==> config.mk <==
export PLATFORM = sky130hd
export DESIGN_NAME = lane_follow_steering_controller
export DESIGN_NICKNAME = d
export VERILOG_FILES = /design/src/hw/rtl/lfsc_pkg.sv /design/src/hw/rtl/lfsc_datapath.sv /design/src/hw/rtl/lfsc_ctrl.sv /design/src/hw/rtl/lane_follow_steering_controller.sv
export VERILOG_INCLUDE_DIRS = /design/src /design/src/hw/rtl
export SDC_FILE = /design/constraint.sdc
export NUM_CORES = 2
export LEC_CHECK = 0
export BUFFER_PORTS_ARGS = -buffer_cell sky130_fd_sc_hd__buf_2
export CORE_ASPECT_RATIO = 0.6
export CORE_UTILIZATION = 37
export CTS_CLUSTER_DIAMETER = 80
export DETAILED_ROUTE_END_ITERATION = 12
export SLEW_MARGIN = 20
export SYNTH_ARGS = -nofsm -noshare
export SYNTH_HDL_FRONTEND = slang
export SYNTH_SLANG_ARGS = --single-unit
==> constraint.sdc <==
create_clock -name clk -period 16.15 [get_ports clk]
set_input_delay 3.23 -clock clk [delete_from_list [all_inputs] [get_ports clk]]
set_output_delay 3.23 -clock clk [all_outputs]
set_load 0.01 [all_outputs]
==> src/hw/rtl/lane_follow_steering_controller_defines.svh <==
// ----------------------------------------------------------------------------
// Lane follow steering controller assertion macros
// Shared concurrent assertion forms for the controller and datapath.
// ----------------------------------------------------------------------------
`ifndef LANE_FOLLOW_STEERING_CONTROLLER_DEFINES_SVH
`define LANE_FOLLOW_STEERING_CONTROLLER_DEFINES_SVH

// same-cycle implication
`define LFSC_ASSERT_IMP(lbl, clk, rst_n, ante, cons, msg) \
  lbl: assert property (@(posedge clk) disable iff (!rst_n) (ante) |-> (cons)) \
    else $error(msg);

// next-cycle implication
`define LFSC_ASSERT_NXT(lbl, clk, rst_n, ante, cons, msg) \
  lbl: assert property (@(posedge clk) disable iff (!rst_n) (ante) |=> (cons)) \
    else $error(msg);

`endif

==> src/hw/rtl/lfsc_pkg.sv <==
// ----------------------------------------------------------------------------
// Lane follow steering controller package
// Types, codes, fixed-point constants and helper functions.
// ----------------------------------------------------------------------------
`default_nettype none

package lfsc_pkg;

  localparam logic [1:0] ACT_NONE = 2'd0;
  localparam logic [1:0] ACT_VEL  = 2'd1;
  localparam logic [1:0] ACT_STOP = 2'd2;
  localparam logic [1:0] ACT_FIN  = 2'd3;

  localparam logic [2:0] CFG_X_LOW    = 3'd0;
  localparam logic [2:0] CFG_X_HIGH   = 3'd1;
  localparam logic [2:0] CFG_STUCK_D  = 3'd2;
  localparam logic [2:0] CFG_STUCK_N  = 3'd3;
  localparam logic [2:0] CFG_ESCAPE_N = 3'd4;
  localparam logic [2:0] CFG_CURVE    = 3'd5;
  localparam logic [2:0] CFG_LOST_N   = 3'd6;

  localparam int PiQ         = 12868;
  localparam int TwoPiQ      = 25736;
  localparam int HalfPiQ     = 6434;
  localparam int TurnDoneTol = 204;
  localparam int TurnMin     = 410;
  localparam int TurnMax     = 2048;
  localparam int TurnRecip   = 838861; // ceil(2^23 / 10)
  localparam int KpQ         = 2458;
  localparam int KdQ         = 328;
  localparam int KpCurveOneQ = 3686;
  localparam int KdCurveOneQ = 393;
  localparam int ImuGainQ    = 3277;
  localparam int ImuLimitQ   = 1638;
  localparam int WBothQ      = 2048;
  localparam int WOneQ       = 819;
  localparam int FiltKeepQ   = 2458;
  localparam int FiltNewQ    = 1638;
  localparam int YawLimitQ   = 2458;
  localparam int SpeedBase   = 2048;
  localparam int SpeedCurve  = 1024;
  localparam int SpeedEscape = 2048;

  typedef enum logic [4:0] {
    ST_IDLE, ST_DX, ST_DY, ST_SD, ST_CLS, ST_T1, ST_T2,
    ST_H1, ST_H2, ST_P1, ST_P2, ST_P3, ST_B1, ST_B2, ST_B3,
    ST_F1, ST_F2, ST_F3, ST_DONE
  } lfsc_state_t;

  typedef enum logic [3:0] {
    C_FIN, C_TDONE, C_TURN, C_JUNC, C_ESC, C_STUCK, C_LOST, C_STR, C_CRV
  } lfsc_cls_t;

  typedef enum logic [3:0] {
    M_DXDX, M_DYDY, M_SDSD, M_TURN, M_IMU, M_KPOFF, M_KDD,
    M_IMUW, M_VISW, M_FKEEP, M_FNEW
  } lfsc_msel_t;

  typedef enum logic [1:0] {
    MAC_HOLD, MAC_CLR, MAC_ADD, MAC_SUB
  } lfsc_mmode_t;

  typedef enum logic [2:0] {
    CAP_NONE, CAP_TURN, CAP_IMU, CAP_PD, CAP_CMD, CAP_FILT
  } lfsc_cap_t;

  typedef struct packed {
    logic        load;
    logic        commit;
    logic        emit;
    lfsc_mmode_t mode;
    lfsc_msel_t  sel;
    lfsc_cap_t   cap;
  } lfsc_cmd_t;

  typedef struct packed {
    lfsc_cls_t cls_nxt;
    lfsc_cls_t cls;
    logic      out_free;
  } lfsc_sts_t;

  function automatic logic signed [16:0] wrap_angle(input logic signed [16:0] a);
    logic signed [16:0] r;
    r = a;
    if (a > 17'(PiQ)) begin
      r = a - 17'(TwoPiQ);
    end else if (a < -17'(PiQ)) begin
      r = a + 17'(TwoPiQ);
    end
    return r;
  endfunction

  // Q24 -> Q12, nearest, ties away from zero
  function automatic logic signed [36:0] rnd12(input logic signed [47:0] v);
    logic [47:0] m;
    logic [47:0] s;
    logic signed [36:0] q;
    m = v[47] ? 48'(-v) : 48'(v);
    s = m + 48'd2048;
    q = $signed({1'b0, s[47:12]});
    return v[47] ? -q : q;
  endfunction

endpackage

`default_nettype wire

==> src/hw/rtl/lfsc_datapath.sv <==
// ----------------------------------------------------------------------------
// Lane follow steering controller datapath
// Config registers, controller state, shared multiply-accumulate unit,
// tick classification and the output register.
// ----------------------------------------------------------------------------
`default_nettype none
`include "lane_follow_steering_controller_defines.svh"

module lfsc_datapath (
  input  wire logic                  clk,
  input  wire logic                  rst_n,
  input  wire logic                  cfg_we,
  input  wire logic [2:0]            cfg_index,
  input  wire logic [19:0]           cfg_data,
  input  wire logic signed [19:0]    in_position_x,
  input  wire logic signed [19:0]    in_position_y,
  input  wire logic signed [14:0]    in_heading,
  input  wire logic                  in_lane_seen,
  input  wire logic signed [15:0]    in_lane_offset,
  input  wire logic [15:0]           in_lane_bend,
  input  wire logic                  in_both_edges,
  output logic                       out_valid,
  input  wire logic                  out_ready,
  output logic [1:0]                 out_action,
  output logic [12:0]                out_forward_speed,
  output logic signed [12:0]         out_turn_rate,
  input  wire lfsc_pkg::lfsc_cmd_t   cmd,
  output lfsc_pkg::lfsc_sts_t        sts
);
  import lfsc_pkg::*;

  logic signed [19:0] xlo_r, xhi_r;
  logic [11:0]        sdist_r;
  logic [7:0]         slimit_r, esc_cfg_r, lost_cfg_r;
  logic [15:0]        curve_r;

  logic               finished_r, turning_r;
  logic signed [19:0] last_x_r, last_y_r;
  logic [7:0]         still_r, esc_r, lost_r;
  logic signed [15:0] prev_r, filt_r;

  logic signed [19:0] x_r, y_r;
  logic signed [14:0] hd_r;
  logic               seen_r, both_r;
  logic signed [15:0] off_r;
  logic [15:0]        bend_r;
  logic signed [16:0] d_r;
  logic signed [47:0] acc_r;
  logic signed [11:0] imu_r;
  logic signed [15:0] vis_r;
  logic signed [16:0] cmd_r;
  logic signed [12:0] trate_r;
  lfsc_cls_t          cls_r;

  logic               out_valid_r;
  logic [1:0]         out_action_r;
  logic [12:0]        out_speed_r;
  logic signed [12:0] out_rate_r;

  logic signed [20:0] dx, dy;
  logic signed [16:0] terr, herr;
  logic [16:0]        tmag;
  logic [21:0]        tn;
  logic signed [21:0] ma, mb;
  logic signed [43:0] prod;
  logic signed [36:0] rnd;
  logic [24:0]        tq;
  logic [12:0]        tclamp;
  logic               curve_one;
  logic               still, in_win, stuck;
  logic [7:0]         st_inc, lost_inc;
  lfsc_cls_t          cls_nxt;
  logic [1:0]         res_action;
  logic [12:0]        res_speed;
  logic signed [12:0] res_rate;

  assign dx   = 21'(x_r) - 21'(last_x_r);
  assign dy   = 21'(y_r) - 21'(last_y_r);
  assign terr = wrap_angle(17'(HalfPiQ) - 17'(hd_r));
  assign herr = wrap_angle(17'sd0 - 17'(hd_r));
  assign tmag = terr[16] ? 17'(-terr) : 17'(terr);
  assign tn   = (22'(tmag) << 2) + (22'(tmag) << 1) + 22'd5;
  assign curve_one = (cls_r == C_CRV) && !both_r;

  always_comb begin
    ma = '0;
    mb = '0;
    case (cmd.sel)
      M_DXDX:  begin ma = 22'(dx); mb = 22'(dx); end
      M_DYDY:  begin ma = 22'(dy); mb = 22'(dy); end
      M_SDSD:  begin ma = $signed(22'(sdist_r)); mb = $signed(22'(sdist_r)); end
      M_TURN:  begin ma = $signed(tn); mb = 22'(TurnRecip); end
      M_IMU:   begin ma = 22'(herr); mb = 22'(ImuGainQ); end
      M_KPOFF: begin
        ma = 22'(off_r);
        mb = curve_one ? 22'(KpCurveOneQ) : 22'(KpQ);
      end
      M_KDD:   begin
        ma = 22'(d_r);
        mb = curve_one ? 22'(KdCurveOneQ) : 22'(KdQ);
      end
      M_IMUW:  begin
        ma = 22'(imu_r);
        mb = both_r ? 22'(4096 - WBothQ) : 22'(4096 - WOneQ);
      end
      M_VISW:  begin ma = 22'(vis_r); mb = both_r ? 22'(WBothQ) : 22'(WOneQ); end
      M_FKEEP: begin ma = 22'(filt_r); mb = 22'(FiltKeepQ); end
      M_FNEW:  begin ma = 22'(cmd_r); mb = 22'(FiltNewQ); end
      default: begin ma = '0; mb = '0; end
    endcase
  end

  assign prod = ma * mb;
  assign rnd  = rnd12(acc_r);
  assign tq   = acc_r[47:23];

  always_comb begin
    if (tq < 25'(TurnMin)) begin
      tclamp = 13'(TurnMin);
    end else if (tq > 25'(TurnMax)) begin
      tclamp = 13'(TurnMax);
    end else begin
      tclamp = tq[12:0];
    end
  end

  assign still    = acc_r[47];
  assign in_win   = (x_r >= xlo_r) && (x_r <= xhi_r);
  assign st_inc   = !still ? 8'd0 : (still_r == 8'hFF ? 8'hFF : still_r + 8'd1);
  assign stuck    = st_inc >= slimit_r;
  assign lost_inc = (lost_r == 8'hFF) ? 8'hFF : lost_r + 8'd1;

  always_comb begin
    if (finished_r) begin
      cls_nxt = C_FIN;
    end else if (turning_r) begin
      cls_nxt = (tmag <= 17'(TurnDoneTol)) ? C_TDONE : C_TURN;
    end else if (in_win) begin
      cls_nxt = C_JUNC;
    end else if (esc_r != 8'd0) begin
      cls_nxt = C_ESC;
    end else if (stuck) begin
      cls_nxt = C_STUCK;
    end else if (!seen_r) begin
      cls_nxt = C_LOST;
    end else if (bend_r < curve_r) begin
      cls_nxt = C_STR;
    end else begin
      cls_nxt = C_CRV;
    end
  end

  // config and controller state
  always_ff @(posedge clk) begin
    if (!rst_n) begin
      xlo_r      <= 20'sd12083;
      xhi_r      <= 20'sd13107;
      sdist_r    <= 12'd41;
      slimit_r   <= 8'd30;
      esc_cfg_r  <= 8'd20;
      curve_r    <= 16'd960;
      lost_cfg_r <= 8'd10;
      finished_r <= 1'b0;
      turning_r  <= 1'b0;
      last_x_r   <= '0;
      last_y_r   <= '0;
      still_r    <= '0;
      esc_r      <= '0;
      lost_r     <= '0;
      prev_r     <= '0;
      filt_r     <= '0;
    end else begin
      if (cfg_we) begin
        case (cfg_index)
          CFG_X_LOW:    xlo_r      <= cfg_data;
          CFG_X_HIGH:   xhi_r      <= cfg_data;
          CFG_STUCK_D:  sdist_r    <= cfg_data[11:0];
          CFG_STUCK_N:  slimit_r   <= cfg_data[7:0];
          CFG_ESCAPE_N: esc_cfg_r  <= cfg_data[7:0];
          CFG_CURVE:    curve_r    <= cfg_data[15:0];
          CFG_LOST_N:   lost_cfg_r <= cfg_data[7:0];
          default: ;
        endcase
      end
      if (cmd.commit) begin
        if (cls_nxt == C_TDONE) begin
          finished_r <= 1'b1;
        end
        if (cls_nxt == C_JUNC) begin
          turning_r <= 1'b1;
        end
        if (cls_nxt == C_ESC || cls_nxt == C_STUCK || cls_nxt == C_LOST ||
            cls_nxt == C_STR || cls_nxt == C_CRV) begin
          last_x_r <= x_r;
          last_y_r <= y_r;
        end
        if (cls_nxt == C_ESC) begin
          esc_r <= esc_r - 8'd1;
        end
        if (cls_nxt == C_STUCK) begin
          still_r <= 8'd0;
          esc_r   <= esc_cfg_r;
        end
        if (cls_nxt == C_LOST) begin
          still_r <= st_inc;
          lost_r  <= lost_inc;
        end
        if (cls_nxt == C_STR || cls_nxt == C_CRV) begin
          still_r <= st_inc;
          lost_r  <= 8'd0;
          prev_r  <= off_r;
        end
      end
      if (cmd.cap == CAP_FILT) begin
        if (rnd > 37'sd32767) begin
          filt_r <= 16'sh7FFF;
        end else if (rnd < -37'sd32768) begin
          filt_r <= 16'sh8000;
        end else begin
          filt_r <= 16'(rnd);
        end
      end
    end
  end

  // working registers
  always_ff @(posedge clk) begin
    if (cmd.load) begin
      x_r    <= in_position_x;
      y_r    <= in_position_y;
      hd_r   <= in_heading;
      seen_r <= in_lane_seen;
      off_r  <= in_lane_offset;
      bend_r <= in_lane_bend;
      both_r <= in_both_edges;
    end
    if (cmd.commit) begin
      cls_r <= cls_nxt;
      d_r   <= 17'(off_r) - 17'(prev_r);
    end
    case (cmd.mode)
      MAC_CLR: acc_r <= 48'(prod);
      MAC_ADD: acc_r <= acc_r + 48'(prod);
      MAC_SUB: acc_r <= acc_r - 48'(prod);
      default: ;
    endcase
    case (cmd.cap)
      CAP_TURN: trate_r <= terr[16] ? -$signed(tclamp) : $signed(tclamp);
      CAP_IMU: begin
        if (rnd > 37'(ImuLimitQ)) begin
          imu_r <= 12'(ImuLimitQ);
        end else if (rnd < -37'(ImuLimitQ)) begin
          imu_r <= -12'(ImuLimitQ);
        end else begin
          imu_r <= 12'(rnd);
        end
      end
      CAP_PD: begin
        if (cls_r == C_STR) begin
          vis_r <= 16'(-rnd);
        end else begin
          cmd_r <= 17'(-rnd);
        end
      end
      CAP_CMD: cmd_r <= 17'(rnd);
      default: ;
    endcase
    if (cmd.emit) begin
      out_action_r <= res_action;
      out_speed_r  <= res_speed;
      out_rate_r   <= res_rate;
    end
  end

  always_comb begin
    res_action = ACT_NONE;
    res_speed  = '0;
    res_rate   = '0;
    case (cls_r)
      C_TDONE: res_action = ACT_FIN;
      C_TURN: begin
        res_action = ACT_VEL;
        res_rate   = trate_r;
      end
      C_JUNC: res_action = ACT_STOP;
      C_ESC: begin
        res_action = ACT_VEL;
        res_speed  = 13'(SpeedEscape);
      end
      C_LOST: res_action = (lost_r > lost_cfg_r) ? ACT_STOP : ACT_NONE;
      C_STR, C_CRV: begin
        res_action = ACT_VEL;
        res_speed  = (bend_r > curve_r) ? 13'(SpeedCurve) : 13'(SpeedBase);
        if (filt_r > 16'(YawLimitQ)) begin
          res_rate = 13'(YawLimitQ);
        end else if (filt_r < -16'(YawLimitQ)) begin
          res_rate = -13'(YawLimitQ);
        end else begin
          res_rate = 13'(filt_r);
        end
      end
      default: ;
    endcase
  end

  always_ff @(posedge clk) begin
    if (!rst_n) begin
      out_valid_r <= 1'b0;
    end else if (cmd.emit) begin
      out_valid_r <= 1'b1;
    end else if (out_ready) begin
      out_valid_r <= 1'b0;
    end
  end

  assign out_valid         = out_valid_r;
  assign out_action        = out_action_r;
  assign out_forward_speed = out_speed_r;
  assign out_turn_rate     = out_rate_r;

  assign sts.cls_nxt  = cls_nxt;
  assign sts.cls      = cls_r;
  assign sts.out_free = !out_valid_r || out_ready;

  `LFSC_ASSERT_NXT(a_fin_sticky, clk, rst_n, finished_r, finished_r, "finished flag dropped")
  `LFSC_ASSERT_IMP(a_fin_turn, clk, rst_n, finished_r, turning_r, "finished without turn")
  `LFSC_ASSERT_IMP(a_idle_zero, clk, rst_n, out_valid_r && out_action_r != ACT_VEL,
                   out_speed_r == 13'd0 && out_rate_r == 13'sd0, "nonzero motion on non-velocity")

endmodule

`default_nettype wire

==> src/hw/rtl/lfsc_ctrl.sv <==
// ----------------------------------------------------------------------------
// Lane follow steering controller sequencer
// Steps the shared multiply-accumulate unit through the products of one tick.
// ----------------------------------------------------------------------------
`default_nettype none
`include "lane_follow_steering_controller_defines.svh"

module lfsc_ctrl (
  input  wire logic                 clk,
  input  wire logic                 rst_n,
  input  wire logic                 in_valid,
  output logic                      in_ready,
  input  wire lfsc_pkg::lfsc_sts_t  sts,
  output lfsc_pkg::lfsc_cmd_t       cmd
);
  import lfsc_pkg::*;

  lfsc_state_t state_r, state_nxt;

  always_ff @(posedge clk) begin
    if (!rst_n) begin
      state_r <= ST_IDLE;
    end else begin
      state_r <= state_nxt;
    end
  end

  always_comb begin
    state_nxt  = state_r;
    in_ready   = 1'b0;
    cmd.load   = 1'b0;
    cmd.commit = 1'b0;
    cmd.emit   = 1'b0;
    cmd.mode   = MAC_HOLD;
    cmd.sel    = M_DXDX;
    cmd.cap    = CAP_NONE;
    unique case (state_r)
      ST_IDLE: begin
        in_ready = 1'b1;
        if (in_valid) begin
          cmd.load  = 1'b1;
          state_nxt = ST_DX;
        end
      end
      ST_DX: begin
        cmd.mode = MAC_CLR; cmd.sel = M_DXDX; state_nxt = ST_DY;
      end
      ST_DY: begin
        cmd.mode = MAC_ADD; cmd.sel = M_DYDY; state_nxt = ST_SD;
      end
      ST_SD: begin
        cmd.mode = MAC_SUB; cmd.sel = M_SDSD; state_nxt = ST_CLS;
      end
      ST_CLS: begin
        cmd.commit = 1'b1;
        unique case (sts.cls_nxt)
          C_TURN:  state_nxt = ST_T1;
          C_STR:   state_nxt = ST_H1;
          C_CRV:   state_nxt = ST_P1;
          default: state_nxt = ST_DONE;
        endcase
      end
      ST_T1: begin
        cmd.mode = MAC_CLR; cmd.sel = M_TURN; state_nxt = ST_T2;
      end
      ST_T2: begin
        cmd.cap = CAP_TURN; state_nxt = ST_DONE;
      end
      ST_H1: begin
        cmd.mode = MAC_CLR; cmd.sel = M_IMU; state_nxt = ST_H2;
      end
      ST_H2: begin
        cmd.cap = CAP_IMU; state_nxt = ST_P1;
      end
      ST_P1: begin
        cmd.mode = MAC_CLR; cmd.sel = M_KPOFF; state_nxt = ST_P2;
      end
      ST_P2: begin
        cmd.mode = MAC_ADD; cmd.sel = M_KDD; state_nxt = ST_P3;
      end
      ST_P3: begin
        cmd.cap   = CAP_PD;
        state_nxt = (sts.cls == C_STR) ? ST_B1 : ST_F1;
      end
      ST_B1: begin
        cmd.mode = MAC_CLR; cmd.sel = M_IMUW; state_nxt = ST_B2;
      end
      ST_B2: begin
        cmd.mode = MAC_ADD; cmd.sel = M_VISW; state_nxt = ST_B3;
      end
      ST_B3: begin
        cmd.cap = CAP_CMD; state_nxt = ST_F1;
      end
      ST_F1: begin
        cmd.mode = MAC_CLR; cmd.sel = M_FKEEP; state_nxt = ST_F2;
      end
      ST_F2: begin
        cmd.mode = MAC_ADD; cmd.sel = M_FNEW; state_nxt = ST_F3;
      end
      ST_F3: begin
        cmd.cap = CAP_FILT; state_nxt = ST_DONE;
      end
      ST_DONE: begin
        if (sts.out_free) begin
          cmd.emit  = 1'b1;
          state_nxt = ST_IDLE;
        end
      end
      default: state_nxt = ST_IDLE;
    endcase
  end

  `LFSC_ASSERT_NXT(a_start, clk, rst_n, in_valid && in_ready, state_r == ST_DX,
                   "transfer did not start a tick")
  `LFSC_ASSERT_NXT(a_return, clk, rst_n, state_r == ST_DONE && sts.out_free,
                   state_r == ST_IDLE, "result handed off but sequencer busy")
  `LFSC_ASSERT_IMP(a_load_idle, clk, rst_n, cmd.load, state_r == ST_IDLE,
                   "input captured outside idle")

endmodule

`default_nettype wire

==> src/hw/rtl/lane_follow_steering_controller.sv <==
// One drive command per control tick. After an input transfer, finished,
// junction, escape, stuck and lane-lost ticks go from the classification
// straight to the result; the junction turn adds the turn-rate product,
// lane following in curves the PD and filter products, and lane following
// on straights the heading, PD, blend and filter products. The next input
// is taken the cycle after the result enters the output register. The
// single shared 22x22 multiply-accumulate unit forms the displacement,
// heading, turn-rate, PD, blend and filter products in turn. The output
// register lets the next tick start while a result waits to be taken.
`default_nettype none

module lane_follow_steering_controller (
  input  wire logic               clk,
  input  wire logic               rst_n,
  input  wire logic               cfg_we,
  input  wire logic [2:0]         cfg_index,
  input  wire logic [19:0]        cfg_data,
  input  wire logic               in_valid,
  output logic                    in_ready,
  input  wire logic signed [19:0] in_position_x,
  input  wire logic signed [19:0] in_position_y,
  input  wire logic signed [14:0] in_heading,
  input  wire logic               in_lane_seen,
  input  wire logic signed [15:0] in_lane_offset,
  input  wire logic [15:0]        in_lane_bend,
  input  wire logic               in_both_edges,
  output logic                    out_valid,
  input  wire logic               out_ready,
  output logic [1:0]              out_action,
  output logic [12:0]             out_forward_speed,
  output logic signed [12:0]      out_turn_rate
);
  import lfsc_pkg::*;

  lfsc_cmd_t cmd;
  lfsc_sts_t sts;

  lfsc_ctrl u_ctrl (
    .clk      (clk),
    .rst_n    (rst_n),
    .in_valid (in_valid),
    .in_ready (in_ready),
    .sts      (sts),
    .cmd      (cmd)
  );

  lfsc_datapath u_dp (
    .clk               (clk),
    .rst_n             (rst_n),
    .cfg_we            (cfg_we),
    .cfg_index         (cfg_index),
    .cfg_data          (cfg_data),
    .in_position_x     (in_position_x),
    .in_position_y     (in_position_y),
    .in_heading        (in_heading),
    .in_lane_seen      (in_lane_seen),
    .in_lane_offset    (in_lane_offset),
    .in_lane_bend      (in_lane_bend),
    .in_both_edges     (in_both_edges),
    .out_valid         (out_valid),
    .out_ready         (out_ready),
    .out_action        (out_action),
    .out_forward_speed (out_forward_speed),
    .out_turn_rate     (out_turn_rate),
    .cmd               (cmd),
    .sts               (sts)
  );

endmodule

`default_nettype wire

==> results.ini <==
[clocking]
clk_pin_slew_worst_paths_ns = 0.07
clk_latency_ns = 0.65
cts-htree-levels = 2
cts_tree = done
cts_root_buffer = clkbuf_16
cts-buffers-inserted = 43
cts.path.max_buffers = 3
numClockSinks = 429
cts.hold.buffers_added = 0

[floorplanning]
die-area_um2 = 141000
ios = 147
coreArea_um2 = 138000
initial_core_util_pct = 37.5
die_height_um = 291
fp.dieW_um = 484
placementRows = 105

[outcome]
status = finished, violations left
violations = max-slew violations

[synthesis]
synth_top_family_by_area = adder cells
synth-seq-cells = 429
synth_xor_area_share_pct = 6.26
synth_edf_count = 233
ys_seq_area_share_pct = 21.2
synth_compound_area_share_pct = 17.5
synth_cell_types = 96
synthMuxAreaShare_pct = 0.752
synthCells = 6088
synth_fa_ha_area_share_pct = 28.4
yosys.area_share.simple_pct = 17.7
synthFlopType = edfxtp_1
synth_warnings = 0
syn_area_um2 = 51600
syn-mean-instance-area_um2 = 8.48
async_flop_share_pct = 0

[grt]
grt_pass1_vias = 43870
gr-total-overflow = 0
antenna_found_initial = 3
grt_pass1_wl_um = 274000
grt.total_usage_pct = 25.2
grt_start_max_net_pins = 95

[cells_and_area]
finalNonFillerCells = 8246
drive_gt1_share_pct = 13.2
utilization_pct = 42.9
num-fill-cells = 13530
regArea_um2 = 10900
nets = 7373
areaGrowthSynthToFinish_pct = 14.4
multi_input_area_um2 = 37500
finalInstanceArea_um2 = 59000

[critical_path]
arrival_ns = 16.26
critPathRequiredTime_ns = 16.53
cp-start-kind = register
crit_type = reg2reg
worst_path_max_delay_cell = fa_1
slowest_delay_ns = 0.62
crit_path_frequent_cell = buf_4
crit_fanout = 8
crit_path_end_kind = register

[placed_design]
io_buffers = 135
dp.final_hpwl_um = 146000
gp_congestion = 0.985
dpl.cell_count = 8127
placed_cell_area_um2 = 56300

[drt]
dr_total_vias = 46006
wl_per_cell_um = 21.9
drtIter0Drc = 5324
drc = 0
drt-total-wl_um = 181000
first_pass_iters = 7
via_per_inst = 5.58
antenna_left = 0

[run]
drv_cap = 0

[sta]
totalNegativeSetupSlack_ns = 0
finalClockSkew_ns = 0.0682
finalSetupViolCount = 0
timing.final.hold_violations = 0
finalCritPeriodShare_pct = 98.4
final_max_slew_viol_count = 18
fmaxAchievable_mhz = 63.0
fin_crit_ns = 15.88
max_slew_margin_pct = -114
worst_pin_slew_ns = 3.19
grt_setup_unrepaired = true

[min_path]
hp-class = reg2reg

-- synthesized netlist by cell type (all sizes together), types with 141 or more instances --
| cell | n | share of area (%) |
|---|---|---|
| inv | 823 | 6.0 |
| nand2 | 800 | 5.8 |
| fa | 506 | 20 |
| ha | 361 | 8.8 |
| nor2 | 341 | 2.5 |
| a21oi | 283 | 2.7 |
| o21ai | 278 | 2.7 |
| clkbuf | 249 | 1.8 |
| edfxtp | 233 | 14 |
| xnor2 | 228 | 3.9 |
| dfxtp | 196 | 7.6 |
| xor2 | 141 | 2.4 |
-- cells by family (layout without fill, tap and decap cells) --
group / count (synthesis) / count (layout)
fa+ha+maj: 867 / 867
buf+inv: 1111 / 1424
mux: 38 / 38
xor+xnor: 369 / 369
simple gates: 1926 / 1926
other cells: 2 / 28
flops: 429 / 429
compound gates: 1346 / 1346
-- final cells by class --
cell class	count	share of cell area, %
Antenna cell	3	0.0127
Clock buffer	58	2.24
Clock inverter	22	0.433
Inverter	826	5.25
Multi-Input combinational cell	4571	63.6
Sequential cell	429	18.5
Tap cell	1819	3.86
Timing Repair Buffer	518	6.09
-- layout by cell type, fill, tap and decap left out, types with 51 or more instances in the layout --
master	count
edfxtp_1	233
fa_1	494
xnor2_1	218
buf_4	373
nor2_1	332
nand2_1	793
clkbuf_16	51
a31oi_1	56
nand3_1	106
ha_1	351
a21oi_1	267
buf_2	134
a21o_1	111
dfxtp_1	196
o211ai_1	51
nand4_1	55
and2_1	96
o21ai_0	251
a21boi_0	107
nor2b_1	63
xor2_1	138
nand2b_1	60
inv_1	820
nor3_1	116
-- per-layer routing --
layer | GRT usage [%] | share of wire [%] | vias up
met1 | 39.6 | 48 | 22257
met5 | 0 | 0.089 | -
li1 | - | - | 21239
met4 | 2.99 | 1.2 | 4
met3 | 12.0 | 15 | 163
met2 | 30.6 | 35 | 2343
-- worst paths after layout --
path | start | endpoint | depth (start not counted) | slack (ns)
max | u_dp.hd_r[1] | u_dp.acc_r[47] | 66 | 0.27
min reg2reg | u_dp.prev_r[11] | u_dp.prev_r[11] | 2 | 0.45
min | u_dp.prev_r[11] | u_dp.prev_r[11] | 2 | 0.45
max reg2reg | u_dp.hd_r[1] | u_dp.acc_r[47] | 66 | 0.27
-- critical path: cells and delay by family (launching register included) --
kind	cells	cell delay, ns
muxes	1	0.38
adders and majority gates	11	4.74
xor gates and xnor gates	6	0.88
AOI/OAI and AO/OA	21	4.38
and+or+nand+nor	12	2.64
buffers and inverters	15	2.18
DFF	1	0.46
-- flip-flops by register name, summed over array words and instances, names as in the netlist, 12 cells and up --
name and cells:
u_dp.off_r 16, u_dp.prev_r 16, u_dp.filt_r 16, u_dp.out_turn_rate 13
u_dp.x_r 20, u_dp.last_y_r 20, u_dp.trate_r 13, u_dp.last_x_r 20
u_dp.xlo_r 20, u_dp.acc_r 48, u_dp.d_r 17, u_dp.bend_r 16
u_dp.curve_r 16, u_dp.vis_r 16, u_dp.imu_r 12, u_dp.hd_r 15
u_dp.y_r 20, u_dp.sdist_r 12, u_dp.xhi_r 20, u_dp.cmd_r 17
-- through the flow --
stage,worst slack [ns],hold slack (ns)
finish,0.265,0.452
global route,-0.359,0.478
CTS,0.00930,0.454
detailed placement,-0.304,0.447
global placement,-0.244,0.441
floorplan,0.0306,0.432
-- timing repair --
| item | in CTS | in global routing |
|---|---|---|
| endpoints found under the hold margin | 0 | 0 |
| pin swaps | 11 | 76 |
| setup buffers | 5 | 28 |
| gates resized for setup | 46 | 147 |
| endpoints found under the setup margin | 8 | 19 |
Power is left out: the tool's default activity adds up to more than one toggle a clock period on the data nets, which glitch-free logic cannot reach.
